**src/gsa_pkg.sv**
```systemverilog
// shared types, constants and the weight lookup of the global sequence aligner
package gsa_pkg;

  localparam int MAX_LEN   = 32;
  localparam int LEN_W     = $clog2(MAX_LEN + 1);
  localparam int IDX_W     = $clog2(MAX_LEN);
  localparam int BUF_DEPTH = 2 * MAX_LEN;
  localparam int BUF_AW    = $clog2(BUF_DEPTH);
  localparam int POS_W     = $clog2(BUF_DEPTH + 1);
  localparam int DIR_DEPTH = MAX_LEN * MAX_LEN;
  localparam int DIR_AW    = 2 * IDX_W;
  localparam int SCORE_W   = 14;
  localparam int APB_AW    = 5;

  typedef logic signed [SCORE_W-1:0] score_t;

  typedef enum logic [1:0] {
    REQ_LONG  = 2'd0,
    REQ_SHORT = 2'd1,
    REQ_ALIGN = 2'd2,
    REQ_RSVD  = 2'd3
  } req_e;

  typedef enum logic [1:0] {
    REG_GAP    = 2'd0,
    REG_W_AT   = 2'd1,
    REG_W_GC   = 2'd2,
    REG_TB_DIR = 2'd3
  } reg_idx_e;

  localparam logic [1:0] ST_COLUMN   = 2'd0;
  localparam logic [1:0] ST_OVERFLOW = 2'd1;
  localparam logic [1:0] ST_BAD_LEN  = 2'd2;

  localparam logic [2:0] GAP_SYM = 3'd4;

  localparam logic [63:0] W_AT_RESET = 64'h0000_0100_0000_0001;
  localparam logic [63:0] W_GC_RESET = 64'h0100_0000_0001_0000;

  typedef enum logic [1:0] {
    DIR_DIAG = 2'd0,
    DIR_LEFT = 2'd1,
    DIR_UP   = 2'd2
  } dir_e;

  typedef struct packed {
    score_t score;
    dir_e   dir;
  } cell_res_t;

  // signed byte weight for a short-sequence base s against a long-sequence base l
  function automatic logic signed [7:0] weight_of(logic [63:0] w_at, logic [63:0] w_gc,
                                                  logic [1:0] s, logic [1:0] l);
    logic [63:0] row_v;
    logic [2:0]  sel;
    row_v = s[1] ? w_gc : w_at;
    sel   = {s[0], l};
    return row_v[{sel, 3'b000} +: 8];
  endfunction

endpackage

```
**src/gsa_score_alu.sv**
```systemverilog
// shared scoring unit: one matrix cell from diagonal, left and upper neighbours
module gsa_score_alu (
  input  gsa_pkg::score_t    diag_i,
  input  gsa_pkg::score_t    left_i,
  input  gsa_pkg::score_t    up_i,
  input  logic signed [7:0]  weight_i,
  input  logic [6:0]         gap_i,
  output gsa_pkg::cell_res_t res_o
);
  import gsa_pkg::*;

  logic signed [SCORE_W:0] d_s, lf_s, up_s, g_s;

  assign g_s  = (SCORE_W + 1)'(gap_i);
  assign d_s  = (SCORE_W + 1)'(diag_i) + (SCORE_W + 1)'(weight_i);
  assign lf_s = (SCORE_W + 1)'(left_i) - g_s;
  assign up_s = (SCORE_W + 1)'(up_i) - g_s;

  always_comb begin
    if (d_s > lf_s && d_s > up_s) begin
      res_o.dir   = DIR_DIAG;
      res_o.score = d_s[SCORE_W-1:0];
    end else if (lf_s >= up_s) begin
      res_o.dir   = DIR_LEFT;
      res_o.score = lf_s[SCORE_W-1:0];
    end else begin
      res_o.dir   = DIR_UP;
      res_o.score = up_s[SCORE_W-1:0];
    end
  end

endmodule

```
**src/global_sequence_aligner_top.sv**
```systemverilog
// top level of the global sequence aligner: loader, fill, traceback and emitter
//
//  channel | direction | handshake              | payload
//  --------+-----------+------------------------+------------------------------------------
//  in      | sink      | in_valid_i / in_ready_o | req_type_i, base_i
//  out     | source    | out_valid_o/out_ready_i | col_long_o, col_short_o, best_score_o,
//          |           |                         | best_row_o, best_col_o, status_o, last_o
//  apb     | slave     | psel/penable/pready     | paddr, pwrite, pwdata, prdata
//
// an append transaction is accepted while idle; an align runs border set-up of the top row
// after the accepting cycle, then the fill (each cell a read state and a calc state through
// the shared scoring unit and the single-port row memory), the traceback (a read and an act
// state per step, plus a split state for a mismatch on the diagonal) and the emitter (a read
// and a load state per column, held by any output stall). in_ready_o is low for the whole align.
// rst_ni clears counters, control and the configuration registers at once; the stores need no clearing.
// a stalled output holds its register; new input waits until that register is free.
module global_sequence_aligner_top (
  input  logic                       clk_i,
  input  logic                       rst_ni,
  // input item channel
  input  logic                       in_valid_i,
  output logic                       in_ready_o,
  input  logic [1:0]                 req_type_i,
  input  logic [1:0]                 base_i,
  // result channel
  output logic                       out_valid_o,
  input  logic                       out_ready_i,
  output logic [2:0]                 col_long_o,
  output logic [2:0]                 col_short_o,
  output gsa_pkg::score_t            best_score_o,
  output logic [gsa_pkg::LEN_W-1:0]  best_row_o,
  output logic [gsa_pkg::LEN_W-1:0]  best_col_o,
  output logic [1:0]                 status_o,
  output logic                       last_o,
  // configuration port
  input  logic                       psel,
  input  logic                       penable,
  input  logic                       pwrite,
  input  logic [gsa_pkg::APB_AW-1:0] paddr,
  input  logic [63:0]                pwdata,
  output logic [63:0]                prdata,
  output logic                       pready
);
  import gsa_pkg::*;

  typedef enum logic [8:0] {
    S_IDLE        = 9'b000000001,
    S_ROW_INIT    = 9'b000000010,
    S_FILL_RD     = 9'b000000100,
    S_FILL_CALC   = 9'b000001000,
    S_TRACE_RD    = 9'b000010000,
    S_TRACE_ACT   = 9'b000100000,
    S_TRACE_SPLIT = 9'b001000000,
    S_EMIT_RD     = 9'b010000000,
    S_EMIT_LD     = 9'b100000000
  } state_e;

  // configuration registers
  logic [6:0]  gap_q;
  logic [63:0] w_at_q, w_gc_q;
  logic        tb_last_q;
  logic        cfg_we;
  reg_idx_e    cfg_idx;

  // sequences and counts
  logic [1:0]       long_seq_q  [MAX_LEN];
  logic [1:0]       short_seq_q [MAX_LEN];
  logic [LEN_W-1:0] long_cnt_q, long_cnt_d, short_cnt_q, short_cnt_d;
  logic             long_we, short_we;

  // sequencer state
  state_e            state_q, state_d;
  logic [LEN_W-1:0]  len_l_q, len_l_d, len_s_q, len_s_d;
  logic [LEN_W-1:0]  r_q, r_d, c_q, c_d, r_m1, c_m1;
  score_t            acc_q, acc_d, col0_q, col0_d, diag_q, diag_d, left_q, left_d;
  score_t            best_q, best_d, g14;
  logic [LEN_W-1:0]  br_q, br_d, bc_q, bc_d;
  logic [POS_W-1:0]  pos_q, pos_d;
  logic [BUF_AW-1:0] idx_q, idx_d;

  // memories
  score_t            row_mem [MAX_LEN];
  score_t            row_rd_q;
  logic              row_we;
  logic [IDX_W-1:0]  row_wa;
  score_t            row_wd;
  dir_e              dir_mem [DIR_DEPTH];
  dir_e              dir_rd_q;
  logic              dir_we;
  logic [DIR_AW-1:0] dir_a;
  logic [5:0]        buf_mem [BUF_DEPTH];
  logic [5:0]        buf_rd_q;
  logic              buf_we;
  logic [5:0]        buf_wd;

  // output register
  logic             out_valid_q, out_load, out_free;
  logic [2:0]       col_long_q, col_long_d, col_short_q, col_short_d;
  score_t           best_score_q, best_score_d;
  logic [LEN_W-1:0] best_row_q, best_row_d, best_col_q, best_col_d;
  logic [1:0]       status_q, status_d;
  logic             last_q, last_d;

  // scoring unit
  cell_res_t         res;
  logic signed [7:0] weight;
  logic [1:0]        sb, lb;
  logic              take, in_acc;
  dir_e              mv;

  // ---------------------------------------------------------------------------
  // configuration port: always ready, decode on the 8-byte register slot
  // ---------------------------------------------------------------------------
  assign pready  = 1'b1;
  assign cfg_we  = psel & penable & pwrite & pready;
  assign cfg_idx = reg_idx_e'(paddr[APB_AW-1:3]);

  always_comb begin
    unique case (cfg_idx)
      REG_GAP:    prdata = 64'(gap_q);
      REG_W_AT:   prdata = w_at_q;
      REG_W_GC:   prdata = w_gc_q;
      REG_TB_DIR: prdata = 64'(tb_last_q);
      default:    prdata = '0;
    endcase
  end

  always_ff @(posedge clk_i or negedge rst_ni) begin
    if (!rst_ni) begin
      gap_q     <= '0;
      w_at_q    <= W_AT_RESET;
      w_gc_q    <= W_GC_RESET;
      tb_last_q <= 1'b0;
    end else if (cfg_we) begin
      unique case (cfg_idx)
        REG_GAP:    gap_q     <= pwdata[6:0];
        REG_W_AT:   w_at_q    <= pwdata;
        REG_W_GC:   w_gc_q    <= pwdata;
        REG_TB_DIR: tb_last_q <= pwdata[0];
        default:    ;
      endcase
    end
  end

  // ---------------------------------------------------------------------------
  // datapath helpers
  // ---------------------------------------------------------------------------
  assign g14      = score_t'(gap_q);
  assign r_m1     = r_q - 1'b1;
  assign c_m1     = c_q - 1'b1;
  assign sb       = short_seq_q[r_m1[IDX_W-1:0]];
  assign lb       = long_seq_q[c_m1[IDX_W-1:0]];
  assign weight   = weight_of(w_at_q, w_gc_q, sb, lb);
  assign dir_a    = {r_m1[IDX_W-1:0], c_m1[IDX_W-1:0]};
  assign out_free = !out_valid_q || out_ready_i;
  assign in_ready_o = (state_q == S_IDLE) && out_free;
  assign in_acc   = in_valid_i && in_ready_o;

  gsa_score_alu u_alu (
    .diag_i   (diag_q),
    .left_i   (left_q),
    .up_i     (row_rd_q),
    .weight_i (weight),
    .gap_i    (gap_q),
    .res_o    (res)
  );

  // first cell seeds the maximum; afterwards first or last maximum per mode
  assign take = (r_q == LEN_W'(1) && c_q == LEN_W'(1)) ||
                (tb_last_q ? (res.score >= best_q) : (res.score > best_q));

  // ---------------------------------------------------------------------------
  // sequencer
  // ---------------------------------------------------------------------------
  always_comb begin
    state_d      = state_q;
    long_cnt_d   = long_cnt_q;
    short_cnt_d  = short_cnt_q;
    len_l_d      = len_l_q;
    len_s_d      = len_s_q;
    r_d          = r_q;
    c_d          = c_q;
    acc_d        = acc_q;
    col0_d       = col0_q;
    diag_d       = diag_q;
    left_d       = left_q;
    best_d       = best_q;
    br_d         = br_q;
    bc_d         = bc_q;
    pos_d        = pos_q;
    idx_d        = idx_q;
    long_we      = 1'b0;
    short_we     = 1'b0;
    row_we       = 1'b0;
    row_wa       = c_m1[IDX_W-1:0];
    row_wd       = acc_q;
    dir_we       = 1'b0;
    buf_we       = 1'b0;
    buf_wd       = {GAP_SYM, GAP_SYM};
    out_load     = 1'b0;
    col_long_d   = GAP_SYM;
    col_short_d  = GAP_SYM;
    best_score_d = '0;
    best_row_d   = '0;
    best_col_d   = '0;
    status_d     = ST_COLUMN;
    last_d       = 1'b1;
    mv           = DIR_UP;

    unique case (state_q)
      S_IDLE: begin
        if (in_acc) begin
          case (req_type_i)
            REQ_LONG: begin
              if (long_cnt_q == LEN_W'(MAX_LEN)) begin
                out_load = 1'b1;
                status_d = ST_OVERFLOW;
              end else begin
                long_we    = 1'b1;
                long_cnt_d = long_cnt_q + 1'b1;
              end
            end
            REQ_SHORT: begin
              if (short_cnt_q == LEN_W'(MAX_LEN)) begin
                out_load = 1'b1;
                status_d = ST_OVERFLOW;
              end else begin
                short_we    = 1'b1;
                short_cnt_d = short_cnt_q + 1'b1;
              end
            end
            REQ_ALIGN: begin
              long_cnt_d  = '0;
              short_cnt_d = '0;
              if (long_cnt_q == '0 || short_cnt_q == '0 || short_cnt_q > long_cnt_q) begin
                out_load = 1'b1;
                status_d = ST_BAD_LEN;
              end else begin
                len_l_d = long_cnt_q;
                len_s_d = short_cnt_q;
                c_d     = LEN_W'(1);
                acc_d   = -g14;
                state_d = S_ROW_INIT;
              end
            end
            default: ;
          endcase
        end
      end

      // top border row: row memory slot c-1 gets -c*gap
      S_ROW_INIT: begin
        row_we = 1'b1;
        acc_d  = acc_q - g14;
        c_d    = c_q + 1'b1;
        if (c_q == len_l_q) begin
          r_d     = LEN_W'(1);
          c_d     = LEN_W'(1);
          diag_d  = '0;
          left_d  = -g14;
          col0_d  = -g14;
          state_d = S_FILL_RD;
        end
      end

      S_FILL_RD: state_d = S_FILL_CALC;

      S_FILL_CALC: begin
        row_we = 1'b1;
        row_wd = res.score;
        dir_we = 1'b1;
        if (take) begin
          best_d = res.score;
          br_d   = r_q;
          bc_d   = c_q;
        end
        if (c_q == len_l_q) begin
          if (r_q == len_s_q) begin
            r_d     = br_d;
            c_d     = bc_d;
            pos_d   = '0;
            state_d = S_TRACE_RD;
          end else begin
            r_d     = r_q + 1'b1;
            c_d     = LEN_W'(1);
            diag_d  = col0_q;
            left_d  = col0_q - g14;
            col0_d  = col0_q - g14;
            state_d = S_FILL_RD;
          end
        end else begin
          c_d     = c_q + 1'b1;
          diag_d  = row_rd_q;
          left_d  = res.score;
          state_d = S_FILL_RD;
        end
      end

      S_TRACE_RD: begin
        if (r_q == '0 && c_q == '0) begin
          idx_d   = BUF_AW'(pos_q - 1'b1);
          state_d = S_EMIT_RD;
        end else begin
          state_d = S_TRACE_ACT;
        end
      end

      // entries go in backwards: {long symbol, short symbol}
      S_TRACE_ACT: begin
        if (r_q == '0) begin
          mv = DIR_LEFT;
        end else if (c_q == '0) begin
          mv = DIR_UP;
        end else begin
          mv = dir_rd_q;
        end
        buf_we  = 1'b1;
        pos_d   = pos_q + 1'b1;
        state_d = S_TRACE_RD;
        case (mv)
          DIR_DIAG: begin
            if (sb != lb) begin
              // mismatch on the diagonal splits into two gap columns
              buf_wd  = {1'b0, lb, GAP_SYM};
              state_d = S_TRACE_SPLIT;
            end else begin
              buf_wd = {1'b0, lb, 1'b0, sb};
              r_d    = r_q - 1'b1;
              c_d    = c_q - 1'b1;
            end
          end
          DIR_LEFT: begin
            buf_wd = {1'b0, lb, GAP_SYM};
            c_d    = c_q - 1'b1;
          end
          DIR_UP: begin
            buf_wd = {GAP_SYM, 1'b0, sb};
            r_d    = r_q - 1'b1;
          end
          default: begin
            buf_we = 1'b0;
            pos_d  = pos_q;
          end
        endcase
      end

      S_TRACE_SPLIT: begin
        buf_we  = 1'b1;
        buf_wd  = {GAP_SYM, 1'b0, sb};
        pos_d   = pos_q + 1'b1;
        r_d     = r_q - 1'b1;
        c_d     = c_q - 1'b1;
        state_d = S_TRACE_RD;
      end

      S_EMIT_RD: state_d = S_EMIT_LD;

      // read the buffer backwards so columns leave in forward order
      S_EMIT_LD: begin
        if (out_free) begin
          out_load     = 1'b1;
          col_long_d   = buf_rd_q[5:3];
          col_short_d  = buf_rd_q[2:0];
          best_score_d = best_q;
          best_row_d   = br_q;
          best_col_d   = bc_q;
          status_d     = ST_COLUMN;
          last_d       = (idx_q == '0);
          if (idx_q == '0) begin
            state_d = S_IDLE;
          end else begin
            idx_d   = idx_q - 1'b1;
            state_d = S_EMIT_RD;
          end
        end
      end

      default: state_d = S_IDLE;
    endcase
  end

  always_ff @(posedge clk_i or negedge rst_ni) begin
    if (!rst_ni) begin
      state_q     <= S_IDLE;
      long_cnt_q  <= '0;
      short_cnt_q <= '0;
      len_l_q     <= '0;
      len_s_q     <= '0;
      r_q         <= '0;
      c_q         <= '0;
      pos_q       <= '0;
      idx_q       <= '0;
      out_valid_q <= 1'b0;
    end else begin
      state_q     <= state_d;
      long_cnt_q  <= long_cnt_d;
      short_cnt_q <= short_cnt_d;
      len_l_q     <= len_l_d;
      len_s_q     <= len_s_d;
      r_q         <= r_d;
      c_q         <= c_d;
      pos_q       <= pos_d;
      idx_q       <= idx_d;
      if (out_load) begin
        out_valid_q <= 1'b1;
      end else if (out_ready_i) begin
        out_valid_q <= 1'b0;
      end
    end
  end

  // payload registers
  always_ff @(posedge clk_i) begin
    acc_q  <= acc_d;
    col0_q <= col0_d;
    diag_q <= diag_d;
    left_q <= left_d;
    best_q <= best_d;
    br_q   <= br_d;
    bc_q   <= bc_d;
    if (long_we) begin
      long_seq_q[long_cnt_q[IDX_W-1:0]] <= base_i;
    end
    if (short_we) begin
      short_seq_q[short_cnt_q[IDX_W-1:0]] <= base_i;
    end
    if (out_load) begin
      col_long_q   <= col_long_d;
      col_short_q  <= col_short_d;
      best_score_q <= best_score_d;
      best_row_q   <= best_row_d;
      best_col_q   <= best_col_d;
      status_q     <= status_d;
      last_q       <= last_d;
    end
  end

  // row memory: previous row of scores
  always_ff @(posedge clk_i) begin
    if (row_we) begin
      row_mem[row_wa] <= row_wd;
    end
    if (state_q == S_FILL_RD) begin
      row_rd_q <= row_mem[c_m1[IDX_W-1:0]];
    end
  end

  // direction memory: winning move of every filled cell
  always_ff @(posedge clk_i) begin
    if (dir_we) begin
      dir_mem[dir_a] <= res.dir;
    end
    if (state_q == S_TRACE_RD) begin
      dir_rd_q <= dir_mem[dir_a];
    end
  end

  // alignment buffer
  always_ff @(posedge clk_i) begin
    if (buf_we) begin
      buf_mem[pos_q[BUF_AW-1:0]] <= buf_wd;
    end
    if (state_q == S_EMIT_RD) begin
      buf_rd_q <= buf_mem[idx_q];
    end
  end

  assign out_valid_o  = out_valid_q;
  assign col_long_o   = col_long_q;
  assign col_short_o  = col_short_q;
  assign best_score_o = best_score_q;
  assign best_row_o   = best_row_q;
  assign best_col_o   = best_col_q;
  assign status_o     = status_q;
  assign last_o       = last_q;

  // ---------------------------------------------------------------------------
  // assertions
  // ---------------------------------------------------------------------------
  a_fill_bounds: assert property (@(posedge clk_i) disable iff (!rst_ni)
    state_q == S_FILL_CALC |-> (r_q != '0 && r_q <= len_s_q && c_q != '0 && c_q <= len_l_q))
    else $error("fill index outside the matrix");

  a_trace_live: assert property (@(posedge clk_i) disable iff (!rst_ni)
    state_q == S_TRACE_ACT |-> (r_q != '0 || c_q != '0))
    else $error("traceback step at the origin");

  a_trace_nonempty: assert property (@(posedge clk_i) disable iff (!rst_ni)
    (state_q == S_TRACE_RD && r_q == '0 && c_q == '0) |-> pos_q != '0)
    else $error("traceback ended with an empty buffer");

  a_column_not_gaps: assert property (@(posedge clk_i) disable iff (!rst_ni)
    (out_valid_o && status_o == ST_COLUMN) |-> !(col_long_o == GAP_SYM && col_short_o == GAP_SYM))
    else $error("alignment column holds two gaps");

endmodule
```
**config.mk**
```make
export PLATFORM = sky130hd
export DESIGN_NAME = global_sequence_aligner_top
export DESIGN_NICKNAME = d
export VERILOG_FILES = /design/src/gsa_pkg.sv /design/src/gsa_score_alu.sv /design/src/global_sequence_aligner_top.sv
export SDC_FILE = /design/constraint.sdc
export NUM_CORES = 2
export LEC_CHECK = 0
export ABC_AREA = 0
export BUFFER_PORTS_ARGS = -buffer_cell sky130_fd_sc_hd__buf_2
export CORE_MARGIN = 5
export CORE_UTILIZATION = 40
export CTS_CLUSTER_SIZE = 40
export DETAILED_ROUTE_END_ITERATION = 8
export GPL_ROUTABILITY_DRIVEN = 0
export PLACE_DENSITY = 0.62
export SLEW_MARGIN = 40
export SYNTH_ARGS = -nofsm -noshare
export SYNTH_HDL_FRONTEND = slang
export SYNTH_SLANG_ARGS = --single-unit
```
**constraint.sdc**
```tcl
create_clock -name clk_i -period 41.8 [get_ports clk_i]
set_clock_uncertainty 0.2 [all_clocks]
set_input_delay 10.45 -clock clk_i [delete_from_list [all_inputs] [get_ports clk_i]]
set_output_delay 10.45 -clock clk_i [all_outputs]
set_load 0.01 [all_outputs]
```
== After elaboration in Yosys (flattened, before gate mapping) ==
Memory sizes are Yosys's and may differ from the RTL's. A register that Yosys moved wholly into a read port is not among the register bits.
Cells that the tools add are included.
W data, S select, Z words.

* Bitwise logic cells: 3
* Add/subtract/negate cells: 15
* Multipliers: 0
* Divide/modulo/power cells: 0
* Magnitude comparators: 6
* Reductions and logical operators: 47
* Mux-type cells: 102
* Eq/ne operators: 40
* Shifts and indexed selects: 1

{| class="wikitable"
|+ Operators by type and width
! cell !! count
|-
| $pmux W64 S4 || 1
|-
| $mux W14 || 11
|-
| $pmux W14 S2 || 4
|-
| $mux W6 || 18
|-
| $pmux W9 S9 || 1
|-
| $pmux W6 S2 || 6
|-
| $mux W64 || 1
|-
| $shiftx A64 B7 Y8 || 1
|-
| $mux W9 || 6
|-
| $mux W7 || 5
|-
| $mux W16 || 2
|-
| $mux W1 || 31
|-
| $gt A15 B15 Y1 || 2
|-
| $logic_not A6 Y1 || 5
|-
| $pmux W6 S5 || 1
|-
| $sub A14 B8 Y15 || 2
|-
| $reduce_and A4 Y1 || 7
|-
| $sub A14 B8 Y14 || 2
|-
| $add A6 B1 Y6 const B || 4
|-
| $ne A2 B2 Y1 const B || 12
|-
| $pmux W6 S4 || 1
|-
| $sub A6 B1 Y6 const B || 4
|-
| $pmux W7 S3 || 1
|-
| $pmux W6 S3 || 1
|-
| other kinds (48) || 85
|}

* Bits in latches: 0
* ROM bits: 0
* RAM bits: 3008
* Logic and storage cells: 247
* Memories: 5
* Bits in registers: 312

{| class="wikitable"
|+ Memories
! name !! depth !! bits a word !! read ports !! clocked after memory_dff !! wr ports !! line !! text
|-
| dir_mem || 1024 || 2 || 1 || 1 || 1 || global_sequence_aligner_top.sv:87 || <nowiki>dir_e dir_mem [DIR_DEPTH];</nowiki>
|-
| row_mem || 32 || 14 || 1 || 1 || 1 || global_sequence_aligner_top.sv:82 || <nowiki>score_t row_mem [MAX_LEN];</nowiki>
|-
| buf_mem || 64 || 6 || 1 || 1 || 1 || global_sequence_aligner_top.sv:91 || <nowiki>logic [5:0] buf_mem [BUF_DEPTH];</nowiki>
|-
| long_seq_q || 32 || 2 || 1 || 0 || 1 || global_sequence_aligner_top.sv:66 || <nowiki>logic [1:0] long_seq_q [MAX_LEN];</nowiki>
|-
| short_seq_q || 32 || 2 || 1 || 0 || 1 || global_sequence_aligner_top.sv:67 || <nowiki>logic [1:0] short_seq_q [MAX_LEN];</nowiki>
|}

== Logic depth before layout (Yosys ltp) ==
An unclocked memory read counts as a cell.

* Word-level depth: 15
* Gate-level depth with buffers: 58

== Cells and area by module ==
A second synthesis with hierarchy kept.

* Cell total of the unflattened synthesis: 8416
* Area, all modules: 141094.1 um^2

{| class="wikitable"
|+ Modules (own cells, without submodules)
! module !! area each (um^2) !! cells each !! instances !! seq. area each (um^2)
|-
| global_sequence_aligner_top || 137368.0 || 7899 || 1 || 99361.5
|-
| gsa_score_alu || 3726.1 || 517 || 1 || 0.0
|}

== Least setup slack after synthesis ==
OpenSTA, ideal clock, no wires.

* Kind: reg2reg
* Start point: register c_q[0]
* End point: memory dir_mem[0][0] (netlist bit) (data pin)
* Setup slack: 4435 ps
* Arrival time: 32199 ps
* Cell stages (with the launch flop): 45
* Buffers on the path: 14
* Cell sequence: dfrtp_1 -> buf_6 -> buf_4 -> buf_6 -> buf_4 -> buf_4 -> buf_4 -> buf_4 -> buf_2 -> buf_2 -> inv_1 -> ha_1 -> clkbuf_1 -> and4bb_1 -> a31oi_4 -> nor2_1 -> or4_1 -> nor3_2 -> [... 9 more ...] -> a21oi_1 -> o21ai_0 -> a31o_2 -> a211oi_1 -> nor2_1 -> o31ai_1 -> nand3_1 -> o21ai_0 -> ha_1 -> nand4_1 -> or2_2 -> nor2_1 -> nor4b_1 -> o31a_1 -> a2111oi_0 -> clkbuf_1 -> clkbuf_1 -> nor2_1

{| class="wikitable"
|+ RTL lines
! element !! line !! text
|-
| start, declared || global_sequence_aligner_top.sv:74 || <nowiki>logic [LEN_W-1:0] r_q, r_d, c_q, c_d, r_m1, c_m1;</nowiki>
|-
| start signal, assigned || global_sequence_aligner_top.sv:390 || <nowiki>c_q <= '0;</nowiki>
|-
| start signal, assigned || global_sequence_aligner_top.sv:401 || <nowiki>c_q <= c_d;</nowiki>
|-
| end, declared || global_sequence_aligner_top.sv:87 ||
|}

== Final worst setup path ==
* Start point: input paddr[4] (netlist bit)
* End point: output prdata[37]

* Cells in the longest elaborated chain, start to end: 2
* Elaborated cells on any way between the ends: 5
* Those cells by class: 3 x eq/ne; 1 x mux; 1 x reduce/logical

{| class="wikitable"
|+ Ends and longest elaborated chain
! element !! line !! text
|-
| start, declared || global_sequence_aligner_top.sv:39 || <nowiki>input logic [gsa_pkg::APB_AW-1:0] paddr,</nowiki>
|-
| $eq A2 B2 Y1 (tied with other cells) || global_sequence_aligner_top.sv:119 || <nowiki>unique case (cfg_idx)</nowiki>
|-
| $pmux W64 S4 * || global_sequence_aligner_top.sv:119 ||
|-
| end, declared || global_sequence_aligner_top.sv:41 || <nowiki>output logic [63:0] prdata,</nowiki>
|}

Mark *: on every way between the ends. The rest lies on a longest branch, timed or not.

==> impl_metrics.yaml <==
route:
  met2_length_um: 180600
  vias: 76840
  drcViolationCount: 0
  wl_met3_um: 30940
  firstDrtPassIters: 8
  first_iter_violations: 8434
  top_layer: "met5"
  ant_nets: 0
  wl_per_cell_um: 28.22
  finalWirelength_um: 370300
  met1_length_um: 146600
  viasPerCell: 5.855
critical_path:
  worstPathMaxFanout: 57
  cp.arrival_ns: 12.13
  required_ns: 31.15
  crit_path_start_kind: "input pin"
  worstSetupPathType: "in2out"
  worst_setup_path_end_kind: "output port"
sta:
  worst_slew_pin_slew_ns: 0.9162
  finalSetupTns_ns: 0
  max_freq_ghz: 0.04390
  rsz0062_at_grt: "false"
  min_period_ns: 22.78
  fin_ws_ns: 19.02
  relSlewSlack_pct: 38.92
  hold_viol_final: 0
  setup_viol: 0
  fin_crit_sh_pct: 54.49
  maxSlewViolCount: 0
power:
  ir_worst_vdd_mv: 0.1124
  p_leak_nw: 52.16
  p_per_area_nw_per_um2: 65.75
run:
  drv_cap: 0
floorplanning:
  fp.coreArea_um2: 348600
  std_cell_rows: 217
  start_util_pct: 40.08
  die_x_um: 601.1
  die_y_um: 601.1
  io_pins: 182
  dieArea_um2: 361300
synth:
  yosysUniqueCellTypes: 94
  yosysSeqAreaShare_pct: 71.11
  avgSynthCellArea_um2: 17.22
  synth-edff-count: 3147
  yosysTopAreaCellShare_pct: 67.63
  syn_inst: 8117
  dominantRegCellSynth: "edfxtp_1"
  synthTopCellsByCount: "edfxtp_1 (3147), nor2_1 (1327), mux4_2 (784), clkbuf_1 (384), nand2_1 (289)"
  post-synth-top-count-cell: "edfxtp_1"
  ys_top_cells_by_area: "edfxtp_1 (68%), mux4_2 (13%), nor2_1 (3.6%)"
  yosys_register_bits: 3341
  yosys_warnings: 0
  ys_async_sr_fraction_pct: 5.807
  netlist_area_um2: 139700
  synth.largest_area_cell: "edfxtp_1"
  syn_nets: 8333
placement:
  dpl.cell_count: 12510
  numPortBuffers: 177
  dp_hpwl_um: 222300
  dp_slack_ns: 19.04
  postPlaceCellArea_um2: 147100
global_route:
  grt_first_pass_wirelength_um: 539100
  grt_pass1_vias: 78870
  track_usage_pct: 19.93
  grt_overflow: 0
  antenna_found_initial: 18
  grt_start_max_net_pins: 154
clock_tree:
  cts.clk_slew.worst_paths_ns: 0.06
  cts_resized: 0
  cts_hold_buf: 0
  cts_inserted_buffers: 336
  cts.sinks: 3341
  cts-root-buf: "clkbuf_16"
  clkLatencyLatePin_ns: 0.94
  post_cts_buffers: 0
  cts_tree: "built"
  htree_levels: 5
  cts.path.max_buffers: 4
hold_path:
  hold_path.class: "reg2reg"
layout:
  design_area_um2: 158300
  layout-drive-gt1-share_pct: 23.31
  fillers: 29720
  instances_no_fill: 13120
  syn_to_final_growth_pct: 13.27
  fin_nets: 8467
outcome:
  outcome: "finished, final reports clean"
critical path, stage by stage:
cell	delay, ns
buf_2	0.33
nor2b_4	0.21
buf_4	0.56
a22o_1	0.36
buf_2	0.18
placed cells by master (no fill, tap or decap), drive strengths merged, types with 15 or more instances in the layout:
| cell type | instances |
|---|---|
| a21o | 31 |
| a21oi | 151 |
| a222oi | 63 |
| a22o | 62 |
| a22oi | 167 |
| a31oi | 18 |
| and2 | 35 |
| and3 | 18 |
| buf | 373 |
| bufinv | 39 |
| clkbuf | 408 |
| clkinv | 140 |
| dfrtp | 189 |
| edfxtp | 3147 |
| ha | 131 |
| inv | 117 |
| mux2 | 166 |
| mux2i | 177 |
| mux4 | 784 |
| nand2 | 289 |
| nand3 | 92 |
| nand4 | 46 |
| nor2 | 1327 |
| nor2b | 23 |
| nor3 | 52 |
| o211ai | 27 |
| o21a | 18 |
| o21ai | 101 |
| o22ai | 15 |
| or3 | 22 |
| xnor2 | 51 |
| xor2 | 36 |
logic make-up (layout without fill, tap and decap cells):
logic type      after synthesis  after routing  synth area share [%]
xor+xnor                     87             87                0.5560
simple gates               1993           1993                 6.009
fa+ha+maj                   136            136                 1.245
compound gates              744            744                 3.786
flops                      3341           3341                 71.11
other cells                   1              9              0.002684
buf+inv                     688           1088                 2.035
mux                        1127           1127                 15.26
routing by layer:
metal	global-route usage (%)	up-vias
met4	6.028	4
met2	32.89	3418
met1	27.03	40490
li1	-	32300
met3	3.717	630
met5	0	-
report_power, final:
part	internal, mW	total [mW]	switching (mW)
Combinational	0.782	2.65	1.87
Clock	1.76	3.05	1.29
Sequential	4.66	4.71	0.0493
Total	7.20	10.4	3.20
layout make-up:
class	count	area (um^2)	share of cell area (%)
Timing Repair Buffer	374	3110	1.965
Clock buffer	407	8874	5.606
Clock inverter	197	2162	1.366
Inverter	110	417.9	0.2640
Multi-Input combinational cell	4088	38550	24.36
Antenna cell	8	20.02	0.01265
Sequential cell	3341	99380	62.79
Tap cell	4599	5754	3.636
path summary, 6_finish.rpt:
path	from	end	slack, ns	depth (start not counted)
worst max-delay path	paddr[4]	prdata[37]	19.02	5
worst min-delay path	len_s_q[1]	len_s_q[1]	0.31	2
worst max register to register	c_q[0]	c_q[3]	27.45	42
worst min register to register	len_s_q[1]	len_s_q[1]	0.31	2
max in group asynchronous	rst_ni	w_gc_q[31]	30.95	2
min in group asynchronous	rst_ni	w_at_q[45]	9.35	1
stage by stage:
| step | util, % | hold slack [ns] | total power [mW] |
|---|---|---|---|
| final | 45.40 | 0.3098 | 10.41 |
| after global routing | 45.40 | 0.3315 | 10.81 |
| after CTS | 45.35 | 0.3095 | 10.43 |
| after detailed placement | 42.18 | 0.2948 | 7.398 |
| after global placement | 41.89 | 0.2889 | 7.294 |
| after floorplan | - | 0.2689 | 6.816 |
flip-flops by register name, summed over array words and instances (netlist names), 7 cells and up:
signal and count:
acc_q 14, best_q 14, left_q 14, short_seq_q 64
buf_mem 384, diag_q 14, w_gc_q 64, col0_q 14
row_mem 448, w_at_q 64, gap_q 7, state_q 9
row_rd_q 14, long_seq_q 64, dir_mem 2048, best_score_o 14
Note: power is estimated with default switching activity, not from simulation.
